### src/rtl/stable_priority_mailbox_queue_assert.svh
// ----------------------------------------------------------------------------
// stable priority mailbox queue assertion macros
// shared property forms used by the checks in the top level
// ----------------------------------------------------------------------------
`ifndef STABLE_PRIORITY_MAILBOX_QUEUE_ASSERT_SVH
`define STABLE_PRIORITY_MAILBOX_QUEUE_ASSERT_SVH

// same-cycle implication, disabled during reset
`define SPMQ_ASSERT_NOW(label, clk, rst_n, ante, cons) \
    label: assert property (@(posedge clk) disable iff (!rst_n) (ante) |-> (cons)) \
        else $error("spmq same-cycle check failed");

// next-cycle implication, disabled during reset
`define SPMQ_ASSERT_NEXT(label, clk, rst_n, ante, cons) \
    label: assert property (@(posedge clk) disable iff (!rst_n) (ante) |=> (cons)) \
        else $error("spmq next-cycle check failed");

`endif

### src/rtl/spmq_pkg.sv
// ----------------------------------------------------------------------------
// spmq_pkg
// types and codes shared by the stable priority mailbox queue
// ----------------------------------------------------------------------------
package spmq_pkg;

    localparam int HANDLE_W = 16;
    localparam int PRI_W    = 4;
    localparam int ENTRY_W  = 5;

    localparam logic [PRI_W-1:0] MAX_PRIORITY = 4'd9;

    typedef enum logic [1:0] {
        REQ_INSERT = 2'd0,
        REQ_REMOVE = 2'd1,
        REQ_READ   = 2'd2,
        REQ_CLEAR  = 2'd3
    } req_code_t;

    typedef enum logic [1:0] {
        STAT_OK     = 2'd0,
        STAT_EMPTY  = 2'd1,
        STAT_BADPRI = 2'd2,
        STAT_FULL   = 2'd3
    } status_t;

    typedef struct packed {
        logic [1:0]          req_type;
        logic [PRI_W-1:0]    priority_req;
        logic [HANDLE_W-1:0] message_handle;
    } req_t;

    typedef struct packed {
        logic [1:0]          status;
        logic [HANDLE_W-1:0] head_handle;
        logic [PRI_W-1:0]    head_priority;
        logic [ENTRY_W-1:0]  entry_count;
    } rsp_t;

    // one stored slot
    typedef struct packed {
        logic [PRI_W-1:0]    pri;
        logic [HANDLE_W-1:0] handle;
    } slot_t;

endpackage

### src/rtl/stable_priority_mailbox_queue.sv
// ----------------------------------------------------------------------------
// stable_priority_mailbox_queue: ring of DEPTH slots kept sorted, highest first
// read, clear and rejected requests go straight to S_FIN; remove advances the base
//   (S_REM_ADV), then loads the new head (S_REM_LD) unless the last entry leaves;
//   insert walks from the tail; results wait on rsp_ready, one request at a time
// the insert walk reads one ring slot at a time through the single read port
// reset: async, queue empty, result register empty, no clearing pass
// ----------------------------------------------------------------------------
module stable_priority_mailbox_queue
    import spmq_pkg::*;
#(
    parameter int DEPTH = 16
)
(
    input  logic clk,
    input  logic rst_n,
    input  logic req_valid,
    output logic req_ready,
    input  req_t req,
    output logic rsp_valid,
    input  logic rsp_ready,
    output rsp_t rsp
);

`include "stable_priority_mailbox_queue_assert.svh"

    localparam int IdxW = $clog2(DEPTH);
    localparam int CntW = $clog2(DEPTH + 1);

    typedef enum logic [6:0] {
        S_IDLE    = 7'b0000001,
        S_INS_RD  = 7'b0000010,
        S_INS_CMP = 7'b0000100,
        S_INS_PUT = 7'b0001000,
        S_REM_ADV = 7'b0010000,
        S_REM_LD  = 7'b0100000,
        S_FIN     = 7'b1000000
    } state_t;

    state_t              state_reg, state_next;
    logic [CntW-1:0]     cnt_reg, cnt_next;
    logic [IdxW-1:0]     base_reg, base_next;
    logic [IdxW-1:0]     idx_reg, idx_next;
    logic                rsp_valid_reg, rsp_valid_next;
    status_t             status_reg, status_next;
    slot_t               new_reg, new_next;
    slot_t               head_reg, head_next;
    rsp_t                rsp_reg, rsp_next;

    logic [IdxW-1:0]     offset;
    logic [IdxW-1:0]     phys;
    logic                ram_we;
    slot_t               ram_wdata;
    slot_t               ram_rdata;
    logic                accept;
    logic                out_free;
    logic [CntW+ENTRY_W-1:0] cnt_wide;
    logic                walking;
    logic                walk_ok;

    spmq_addr #(.DEPTH(DEPTH)) u_addr (
        .base   (base_reg),
        .offset (offset),
        .phys   (phys)
    );

    spmq_ram #(.DEPTH(DEPTH)) u_ram (
        .clk   (clk),
        .we    (ram_we),
        .waddr (phys),
        .wdata (ram_wdata),
        .raddr (phys),
        .rdata (ram_rdata)
    );

    assign req_ready = (state_reg == S_IDLE);
    assign accept    = req_valid && req_ready;
    assign out_free  = !rsp_valid_reg || rsp_ready;
    assign cnt_wide  = (CntW+ENTRY_W)'(cnt_reg);
    assign rsp_valid = rsp_valid_reg;
    assign rsp       = rsp_reg;
    assign walking   = (state_reg == S_INS_RD) || (state_reg == S_INS_CMP);
    assign walk_ok   = (idx_reg != '0) && ({1'b0, idx_reg} <= (IdxW+1)'(cnt_reg));

    always_comb
    begin
        state_next     = state_reg;
        cnt_next       = cnt_reg;
        base_next      = base_reg;
        idx_next       = idx_reg;
        status_next    = status_reg;
        new_next       = new_reg;
        head_next      = head_reg;
        rsp_next       = rsp_reg;
        rsp_valid_next = rsp_valid_reg && !rsp_ready;
        offset         = idx_reg;
        ram_we         = 1'b0;
        ram_wdata      = new_reg;

        unique case (state_reg)
            S_IDLE:
            begin
                if (accept)
                begin
                    new_next    = '{pri: req.priority_req, handle: req.message_handle};
                    status_next = STAT_OK;
                    state_next  = S_FIN;
                    unique case (req_code_t'(req.req_type))
                        REQ_INSERT:
                        begin
                            if (req.priority_req > MAX_PRIORITY)
                            begin
                                status_next = STAT_BADPRI;
                            end
                            else if (cnt_reg == CntW'(DEPTH))
                            begin
                                status_next = STAT_FULL;
                            end
                            else
                            begin
                                // walk starts at the tail
                                idx_next   = cnt_reg[IdxW-1:0];
                                state_next = (cnt_reg == '0) ? S_INS_PUT : S_INS_RD;
                            end
                        end
                        REQ_REMOVE:
                        begin
                            if (cnt_reg == '0)
                            begin
                                status_next = STAT_EMPTY;
                            end
                            else
                            begin
                                idx_next   = IdxW'(1);
                                state_next = S_REM_ADV;
                            end
                        end
                        REQ_READ:
                        begin
                            if (cnt_reg == '0)
                            begin
                                status_next = STAT_EMPTY;
                            end
                        end
                        REQ_CLEAR:
                        begin
                            cnt_next = '0;
                        end
                        default:
                        begin
                            status_next = STAT_OK;
                        end
                    endcase
                end
            end
            S_INS_RD:
            begin
                offset     = idx_reg - IdxW'(1);
                state_next = S_INS_CMP;
            end
            S_INS_CMP:
            begin
                // lower priority ahead moves back one slot
                if (ram_rdata.pri < new_reg.pri)
                begin
                    ram_we     = 1'b1;
                    ram_wdata  = ram_rdata;
                    idx_next   = idx_reg - IdxW'(1);
                    state_next = (idx_reg == IdxW'(1)) ? S_INS_PUT : S_INS_RD;
                end
                else
                begin
                    state_next = S_INS_PUT;
                end
            end
            S_INS_PUT:
            begin
                ram_we    = 1'b1;
                ram_wdata = new_reg;
                if (idx_reg == '0)
                begin
                    head_next = new_reg;
                end
                cnt_next   = cnt_reg + CntW'(1);
                state_next = S_FIN;
            end
            S_REM_ADV:
            begin
                // phys points at the new head and is read this cycle
                base_next  = phys;
                cnt_next   = cnt_reg - CntW'(1);
                state_next = (cnt_reg == CntW'(1)) ? S_FIN : S_REM_LD;
            end
            S_REM_LD:
            begin
                head_next  = ram_rdata;
                state_next = S_FIN;
            end
            S_FIN:
            begin
                if (out_free)
                begin
                    rsp_next.status        = status_reg;
                    rsp_next.head_handle   = (cnt_reg != '0) ? head_reg.handle : '0;
                    rsp_next.head_priority = (cnt_reg != '0) ? head_reg.pri : '0;
                    rsp_next.entry_count   = cnt_wide[ENTRY_W-1:0];
                    rsp_valid_next         = 1'b1;
                    state_next             = S_IDLE;
                end
            end
            default:
            begin
                state_next = S_IDLE;
            end
        endcase
    end

    always_ff @(posedge clk or negedge rst_n)
    begin
        if (!rst_n)
        begin
            state_reg     <= S_IDLE;
            cnt_reg       <= '0;
            base_reg      <= '0;
            idx_reg       <= '0;
            rsp_valid_reg <= 1'b0;
        end
        else
        begin
            state_reg     <= state_next;
            cnt_reg       <= cnt_next;
            base_reg      <= base_next;
            idx_reg       <= idx_next;
            rsp_valid_reg <= rsp_valid_next;
        end
    end

    always_ff @(posedge clk)
    begin
        status_reg <= status_next;
        new_reg    <= new_next;
        head_reg   <= head_next;
        rsp_reg    <= rsp_next;
    end

    `SPMQ_ASSERT_NOW(a_cnt_bound, clk, rst_n, 1'b1, cnt_reg <= CntW'(DEPTH))
    `SPMQ_ASSERT_NOW(a_walk_in_range, clk, rst_n, walking, walk_ok)
    `SPMQ_ASSERT_NEXT(a_busy_after_accept, clk, rst_n, accept, !req_ready)

endmodule

### src/rtl/spmq_ram.sv
// ----------------------------------------------------------------------------
// spmq_ram
// slot store, one write port and one registered read port
// ----------------------------------------------------------------------------
module spmq_ram
    import spmq_pkg::*;
#(
    parameter int DEPTH = 16,
    localparam int IdxW = $clog2(DEPTH)
)
(
    input  logic            clk,
    input  logic            we,
    input  logic [IdxW-1:0] waddr,
    input  slot_t           wdata,
    input  logic [IdxW-1:0] raddr,
    output slot_t           rdata
);

    slot_t mem [DEPTH];

    always_ff @(posedge clk)
    begin
        if (we)
        begin
            mem[waddr] <= wdata;
        end
    end

    always_ff @(posedge clk)
    begin
        rdata <= mem[raddr];
    end

endmodule

### src/rtl/spmq_addr.sv
// ----------------------------------------------------------------------------
// spmq_addr
// shared address unit: logical position to ring slot, wrapped at depth
// ----------------------------------------------------------------------------
module spmq_addr
    import spmq_pkg::*;
#(
    parameter int DEPTH = 16,
    localparam int IdxW = $clog2(DEPTH)
)
(
    input  logic [IdxW-1:0] base,
    input  logic [IdxW-1:0] offset,
    output logic [IdxW-1:0] phys
);

    logic [IdxW:0] sum;

    assign sum = {1'b0, base} + {1'b0, offset};

    always_comb
    begin
        if (sum >= (IdxW+1)'(DEPTH))
        begin
            phys = IdxW'(sum - (IdxW+1)'(DEPTH));
        end
        else
        begin
            phys = sum[IdxW-1:0];
        end
    end

endmodule
### config.mk
export PLATFORM = sky130hd
export DESIGN_NAME = stable_priority_mailbox_queue
export DESIGN_NICKNAME = d
export VERILOG_FILES = /design/src/rtl/spmq_pkg.sv /design/src/rtl/stable_priority_mailbox_queue.sv /design/src/rtl/spmq_ram.sv /design/src/rtl/spmq_addr.sv
export VERILOG_INCLUDE_DIRS = /design/src /design/src/rtl
export SDC_FILE = /design/constraint.sdc
export NUM_CORES = 1
export LEC_CHECK = 0
export ABC_CLOCK_PERIOD_IN_PS = 6870
export BUFFER_PORTS_ARGS = -buffer_cell sky130_fd_sc_hd__buf_4
export CAP_MARGIN = 10
export CORE_UTILIZATION = 60
export DETAILED_ROUTE_END_ITERATION = 8
export GPL_ROUTABILITY_DRIVEN = 0
export HOLD_SLACK_MARGIN = 0.05
export PLACE_DENSITY = 0.8
export SLEW_MARGIN = 40
export SYNTH_ARGS = -nofsm -noshare
export SYNTH_HDL_FRONTEND = slang
export SYNTH_SLANG_ARGS = --single-unit
### constraint.sdc
create_clock -name clk -period 6.87 [get_ports clk]
set_clock_uncertainty 0.15 [all_clocks]
set_input_delay 0.687 -clock clk [delete_from_list [all_inputs] [get_ports clk]]
set_output_delay 0.687 -clock clk [all_outputs]
set_load 0.005 [all_outputs]
==> run_results.csv, run 1 <==
group,metric,value,unit
timing,max_freq,204,MHz
final_layout,antenna_cells_inserted,0,
detailed_routing,detail-route-antenna-nets,0,
die,core_area,27900,sq um
detailed_routing,drt_first_pass_iters,5,
placement,io_buffers,54,
timing,setup_ws,1.96,ns
die,fp.dieArea,29300,sq um
grt,global_route.overflow_total,0,
grt,grt_max_degree,66,
detailed_routing,wl,37.0,mm
grt,grt_pass1_vias,9273,
synth,mapped_cells,926,
grt,antenna_found_initial,0,
clocking,clk_pin_slew,0.06,ns
synth,synth.cell_area,17100,sq um
timing,period_minus_slack,4.91,ns
grt,track_usage,26.4,%
setup_path,crit_end_element,"flip-flop",
timing,setup_viol,0,
timing,maxSlewHeadroom,47.6,%
run,maxCapViolCount,0,
timing,timing_worst_slew_pin_value,0.786,ns
timing,report.final.slew_viol_count,0,
die,design.portCount,55,
setup_path,start_kind,"flip-flop",
synth,syn_nets,969,
timing,totalNegativeSetupSlack,0,ns
clocking,cts_inserted_buffers,42,
clocking,ctsLongestPathBuffers,3,
clocking,cts-root-buf,"sky130_fd_sc_hd__clkbuf_16",
detailed_routing,routed_wire_length_per_instance,26.0,microns
synth,postSynthAreaPerCell,18.5,sq um
final_layout,final_common_cell,"sky130_fd_sc_hd__edfxtp_1",
setup_path,critical_path_arrival,4.97,ns
setup_path,timing.reg2reg.setup_slack,1.96,ns
placement,dpl.hpwl,21.6,mm
timing,rsz_0062_raised_after_global_routing,"no",
detailed_routing,dr.first_iter.drc_count,1061,
final_layout,layout-area-overhead-vs-synth,14.6,%
clocking,postCtsResizedCells,0,
synth,ys_async_sr_fraction,4.88,%
synth,synth-main-ff-cell,"sky130_fd_sc_hd__edfxtp_1",
power,pwr_density_cell,485,nW/um^2
clocking,clock_sinks,430,
grt,grt_pass1_wl,55.5,mm
final_layout,final_layout_size_suffix_gt1_share,27.3,%
setup_path,timing.critical_path.required,6.93,ns
final_layout,layout.core_utilization,70.3,%
placement,placed_cells,1342,
clocking,worstSkewPairLatency,0.54,ns
synth,synth-edff-count,389,
detailed_routing,detail_route.vias_per_cell,6.43,
die,num_rows,61,
detailed_routing,total_via_count_after_detailed_routing,9146,
synth,netlist-cell-type-count,69,
die,initial_core_util,61.4,%
final_layout,final_net_count,1053,
run_status,run_status,"complete, no violations",
synth,synth.yosys.seq_area_share,73.5,%
final_layout,most-common-layout-cells,"sky130_fd_sc_hd__edfxtp_1 (389), sky130_fd_sc_hd__mux4_2 (80), sky130_fd_sc_hd__buf_4 (79)",
clocking,tritoncts,"built",
setup_path,critical_path_class,"reg -> reg",
final_layout,largest_reg_flops,320,
synth,ys_warn_count,0,
die,die_x,171,microns
worst_hold_path,worstHoldPathType,"in -> reg",
power,cellLeakagePower,6.63,nW
timing,report.final.hold_viol_count,0,
power,vdd_ir_drop_max,408,uV
power,total_power,0.00953,W
timing,layout_worst_path_cycle_share,71.4,%
detailed_routing,drc,0,
final_layout,layoutNonFillerInstCount,1422,
clocking,cts-htree-levels,2,
setup_path,path_max_fanout,44,
placement,place_ws,1.95,ns
die,die_h,171,microns
synth,number_of_flip_flops_and_latches_in_the_synthesized_netlist,430,
[Yosys cell counts (15+ instances only)]
cell	n	area share (%)
sky130_fd_sc_hd__nand3_1	43	1.3
sky130_fd_sc_hd__mux2_2	22	1.4
sky130_fd_sc_hd__nor2_1	15	0.33
sky130_fd_sc_hd__inv_1	20	0.44
sky130_fd_sc_hd__nor2b_1	25	0.91
sky130_fd_sc_hd__clkbuf_1	26	0.57
sky130_fd_sc_hd__mux2i_1	20	1.2
sky130_fd_sc_hd__dfxtp_1	20	2.3
sky130_fd_sc_hd__o211ai_1	20	0.88
sky130_fd_sc_hd__ha_1	16	1.2
sky130_fd_sc_hd__nand2_1	74	1.6
sky130_fd_sc_hd__dfrtp_1	20	2.9
sky130_fd_sc_hd__mux4_2	80	11
sky130_fd_sc_hd__edfxtp_1	389	68
[repair_timing]
item,CTS,global route
hold buffers,1,0
hold endpoints to repair,20,0
setup endpoints to repair,0,0
setup buffers,0,0
[cell families after synthesis]
logic type | count (synthesis) | synth area share [%]
buf+inv | 64 | 1.63
compound gates | 78 | 3.28
simple gates | 207 | 6.38
xor+xnor | 8 | 0.781
fa+ha+maj | 17 | 1.28
mux | 122 | 13.1
flops | 430 | 73.5
[worst max-delay path: stages, from the launching register on]
cell	delay (ns)
sky130_fd_sc_hd__dfstp_2	0.59
sky130_fd_sc_hd__and2b_1	0.23
sky130_fd_sc_hd__nand3_4	0.10
sky130_fd_sc_hd__clkinv_4	0.08
sky130_fd_sc_hd__xnor2_1	0.22
sky130_fd_sc_hd__ha_4	0.17
sky130_fd_sc_hd__inv_1	0.05
sky130_fd_sc_hd__fa_4	1.24
sky130_fd_sc_hd__nand2_1	0.55
sky130_fd_sc_hd__nor3_2	0.74
sky130_fd_sc_hd__buf_4	0.41
[power by group]
group	switching, W	leakage [nW]	internal (W)
Sequential	0.000154	3.95	0.00320
Clock	0.000950	0.668	0.00138
Combinational	0.00224	2.02	0.00161
[stage by stage]
step                      hold WS [ns]  area, sq um
after floorplan                  0.241        17100
after global placement           0.253        18200
after detailed placement         0.255        18200
after CTS                        0.149        19600
after global routing             0.146        19600
final                            0.168        19600
[final cells by class]
class / count / area [sq um]
fill: 1677 / 8290
multi-input combinational: 432 / 4440
tap: 378 / 473
timing repair buffer: 83 / 644
sequential: 430 / 12600
clock buffer: 57 / 1120
inverter: 21 / 83.8
clock inverter: 21 / 277
[worst paths after layout]
path                          startpoint         endpoint  cells past startpoint
setup / recovery            state_reg[0]  u_ram.mem[9][2]                     10
hold / removal                    req[5]       new_reg[5]                      1
setup reg to reg            state_reg[0]  u_ram.mem[9][2]                     10
hold reg to reg            status_reg[0]          rsp[25]                      0
max in group asynchronous          rst_n     state_reg[0]                      2
min in group asynchronous          rst_n       cnt_reg[1]                      2
[layer usage]
metal,wire length (microns),GRT usage (%)
met1,14300,35.0
met2,18300,43.7
met3,3160,4.74
met4,1280,10.7
met5,0,0
(Power assumes the default switching activity.)
==> run 2: changes to the inputs <==
--- a/config.mk
+++ b/config.mk
@@ -6,14 +6,14 @@
 export SDC_FILE = /design/constraint.sdc
 export NUM_CORES = 1
 export LEC_CHECK = 0
-export ABC_CLOCK_PERIOD_IN_PS = 6870
+export ABC_CLOCK_PERIOD_IN_PS = 4200
 export BUFFER_PORTS_ARGS = -buffer_cell sky130_fd_sc_hd__buf_4
 export CAP_MARGIN = 10
-export CORE_UTILIZATION = 60
+export CORE_UTILIZATION = 56
 export DETAILED_ROUTE_END_ITERATION = 8
 export GPL_ROUTABILITY_DRIVEN = 0
 export HOLD_SLACK_MARGIN = 0.05
-export PLACE_DENSITY = 0.8
+export PLACE_DENSITY = 0.79
 export SLEW_MARGIN = 40
 export SYNTH_ARGS = -nofsm -noshare
 export SYNTH_HDL_FRONTEND = slang
==> constraint.sdc (replaced) <==
create_clock -name clk -period 4.2 [get_ports clk]
set_clock_uncertainty 0.15 [all_clocks]
set_input_delay 0.42 -clock clk [delete_from_list [all_inputs] [get_ports clk]]
set_output_delay 0.42 -clock clk [all_outputs]
set_load 0.005 [all_outputs]
==> run 2 against run 1 <==
  * Clock power increased by 64%
  * Combinational power increased by 64%
  * Final area grew 2.3%
  * Via count is 0.39% lower
  * Worst setup slack got worse by 1.6 ns
  * Non-clock buffer count up 44
  * Critical endpoint is now u_ram.mem[11][13]
==> run_results.csv, run 2 (synthesis results as in run 1) <==
group,metric,value,unit
detailed_routing,routed_wire_length_per_instance,24.9,microns
power,total_power,0.0156,W
grt,grt_pass1_wl,55.9,mm
timing,totalNegativeSetupSlack,0,ns
grt,global_route.overflow_total,0,
setup_path,path_max_fanout,13,
setup_path,critical_path_class,"reg -> reg",
clocking,postCtsResizedCells,0,
setup_path,slowest_delay,0.46,ns
clocking,cts_inserted_buffers,42,
placement,dpl.hpwl,22.3,mm
power,vdd_ir_drop_max,874,uV
final_layout,antenna_cells_inserted,0,
clocking,cts-htree-levels,2,
final_layout,final_net_count,1097,
detailed_routing,total_via_count_after_detailed_routing,9110,
clocking,clk_pin_slew,0.06,ns
clocking,worstSkewPairLatency,0.54,ns
run,maxCapViolCount,0,
detailed_routing,detail_route.vias_per_cell,6.18,
detailed_routing,drc,0,
final_layout,final_layout_size_suffix_gt1_share,28.7,%
timing,report.final.slew_viol_count,0,
detailed_routing,drt_first_pass_iters,7,
timing,max_freq,259,MHz
die,initial_core_util,57.4,%
final_layout,final_common_cell,"sky130_fd_sc_hd__edfxtp_1",
final_layout,most-common-layout-cells,"sky130_fd_sc_hd__edfxtp_1 (389), sky130_fd_sc_hd__buf_4 (103), sky130_fd_sc_hd__mux4_2 (80)",
timing,fin_worst_hold_slack,0.0937,ns
grt,track_usage,24.5,%
die,die_x,177,microns
die,core_area,29900,sq um
setup_path,timing.critical_path.required,4.26,ns
setup_path,critical_path_arrival,3.93,ns
timing,setup_viol,0,
power,cellLeakagePower,6.90,nW
grt,antenna_found_initial,0,
detailed_routing,wl,36.7,mm
timing,maxSlewHeadroom,51.3,%
worst_hold_path,worstHoldPathType,"in -> reg",
timing,layout_worst_path_cycle_share,92.1,%
clocking,clock_sinks,430,
setup_path,crit_slowest_cell,"sky130_fd_sc_hd__dfrtp_1",
die,num_rows,63,
timing,period_minus_slack,3.87,ns
final_layout,largest_reg_flops,320,
setup_path,crit_path_cell_trace,"nor3_4, nand3_4, o21ai_0, ha_1, a21o_1, a21oi_4, xnor2_4, xnor2_4, buf_4, nor3_2, buf_4",
final_layout,layout-area-overhead-vs-synth,17.2,%
clocking,cts-root-buf,"sky130_fd_sc_hd__clkbuf_16",
grt,grt_max_degree,58,
run_status,run_status,"complete, no violations",
power,pwr_density_cell,776,nW/um^2
placement,io_buffers,54,
setup_path,start_kind,"flip-flop",
timing,report.final.hold_viol_count,0,
setup_path,crit_end_element,"flip-flop",
die,design.portCount,55,
detailed_routing,detail-route-antenna-nets,0,
clocking,ctsLongestPathBuffers,3,
detailed_routing,dr.first_iter.drc_count,888,
die,fp.dieArea,31300,sq um
timing,timing_worst_slew_pin_value,0.728,ns
final_layout,layout.core_utilization,67.3,%
grt,grt_pass1_vias,9358,
timing,rsz_0062_raised_after_global_routing,"no",
clocking,tritoncts,"built",
die,die_h,177,microns
run 2: cell count changes in the layout (fill, tap and decap cells not counted), moves of 4 or more:
cell | previous run | this run
sky130_fd_sc_hd__buf_4 | 79 | 103
sky130_fd_sc_hd__clkbuf_1 | 14 | 8
sky130_fd_sc_hd__clkbuf_8 | 1 | 6
sky130_fd_sc_hd__dlygate4sd3_1 | 1 | 21
sky130_fd_sc_hd__nor3_2 | 8 | 4
sky130_fd_sc_hd__nor3_4 | 1 | 5
run 2: area by class of cell:
| cell class | instances | area [sq um] |
|---|---|---|
| Clock inverter | 18 | 235 |
| Sequential cell | 430 | 12600 |
| Timing Repair Buffer | 127 | 1040 |
| Clock buffer | 57 | 1190 |
| Multi-Input combinational cell | 432 | 4440 |
| Inverter | 21 | 83.8 |
| Tap cell | 390 | 488 |
| Fill cell | 1788 | 9780 |
run 2: layer usage:
layer  part of all wire (%)  global-route usage, %  up-vias
met2                     50                   40.2      439
met3                    7.9                   4.49       70
met1                     40                   33.7     4674
li1                       -                      -     3927
met5                      0                      0        -
met4                    2.3                   7.00        0
run 2: per-stage QoR:
step	area [sq um]	setup slack [ns]	instances
after floorplan	17200	-0.622	926
after global placement	18500	0.477	1379
after detailed placement	18500	0.415	1379
after CTS	20100	0.352	1475
after global routing	20100	0.188	1475
final	20100	0.332	1475
run 2: report_power, final:
part | leakage (nW) | internal (W) | switching, W
clock | 0.706 | 0.00230 | 0.00152
combinational | 2.25 | 0.00273 | 0.00356
sequential | 3.95 | 0.00524 | 0.000246
total | 6.90 | 0.0103 | 0.00532
run 2: what timing repair did:
action,CTS,global route
setup buffers,0,0
hold buffers,21,0
endpoints found under the hold margin,41,0
run 2: final timing paths:
path	startpoint	end	slack [ns]	cells past startpoint
max in group asynchronous	rst_n	state_reg[0]	3.45	2
worst max-delay path	state_reg[2]	u_ram.mem[11][13]	0.33	11
min in group asynchronous	rst_n	cnt_reg[0]	0.17	2
worst min-delay path	rsp_ready	rsp_valid	0.09	3
worst min register to register	status_reg[1]	rsp[26]	0.27	0
worst max register to register	state_reg[2]	u_ram.mem[11][13]	0.33	11
run 2: critical path: cells and delay by family (launching register included):
kind	cells	cell delay [ns]
xor+xnor	2	0.44
buf+inv	2	0.59
flops	1	0.46
fa+ha+maj	1	0.32
compound gates	3	0.81
simple gates	3	0.74
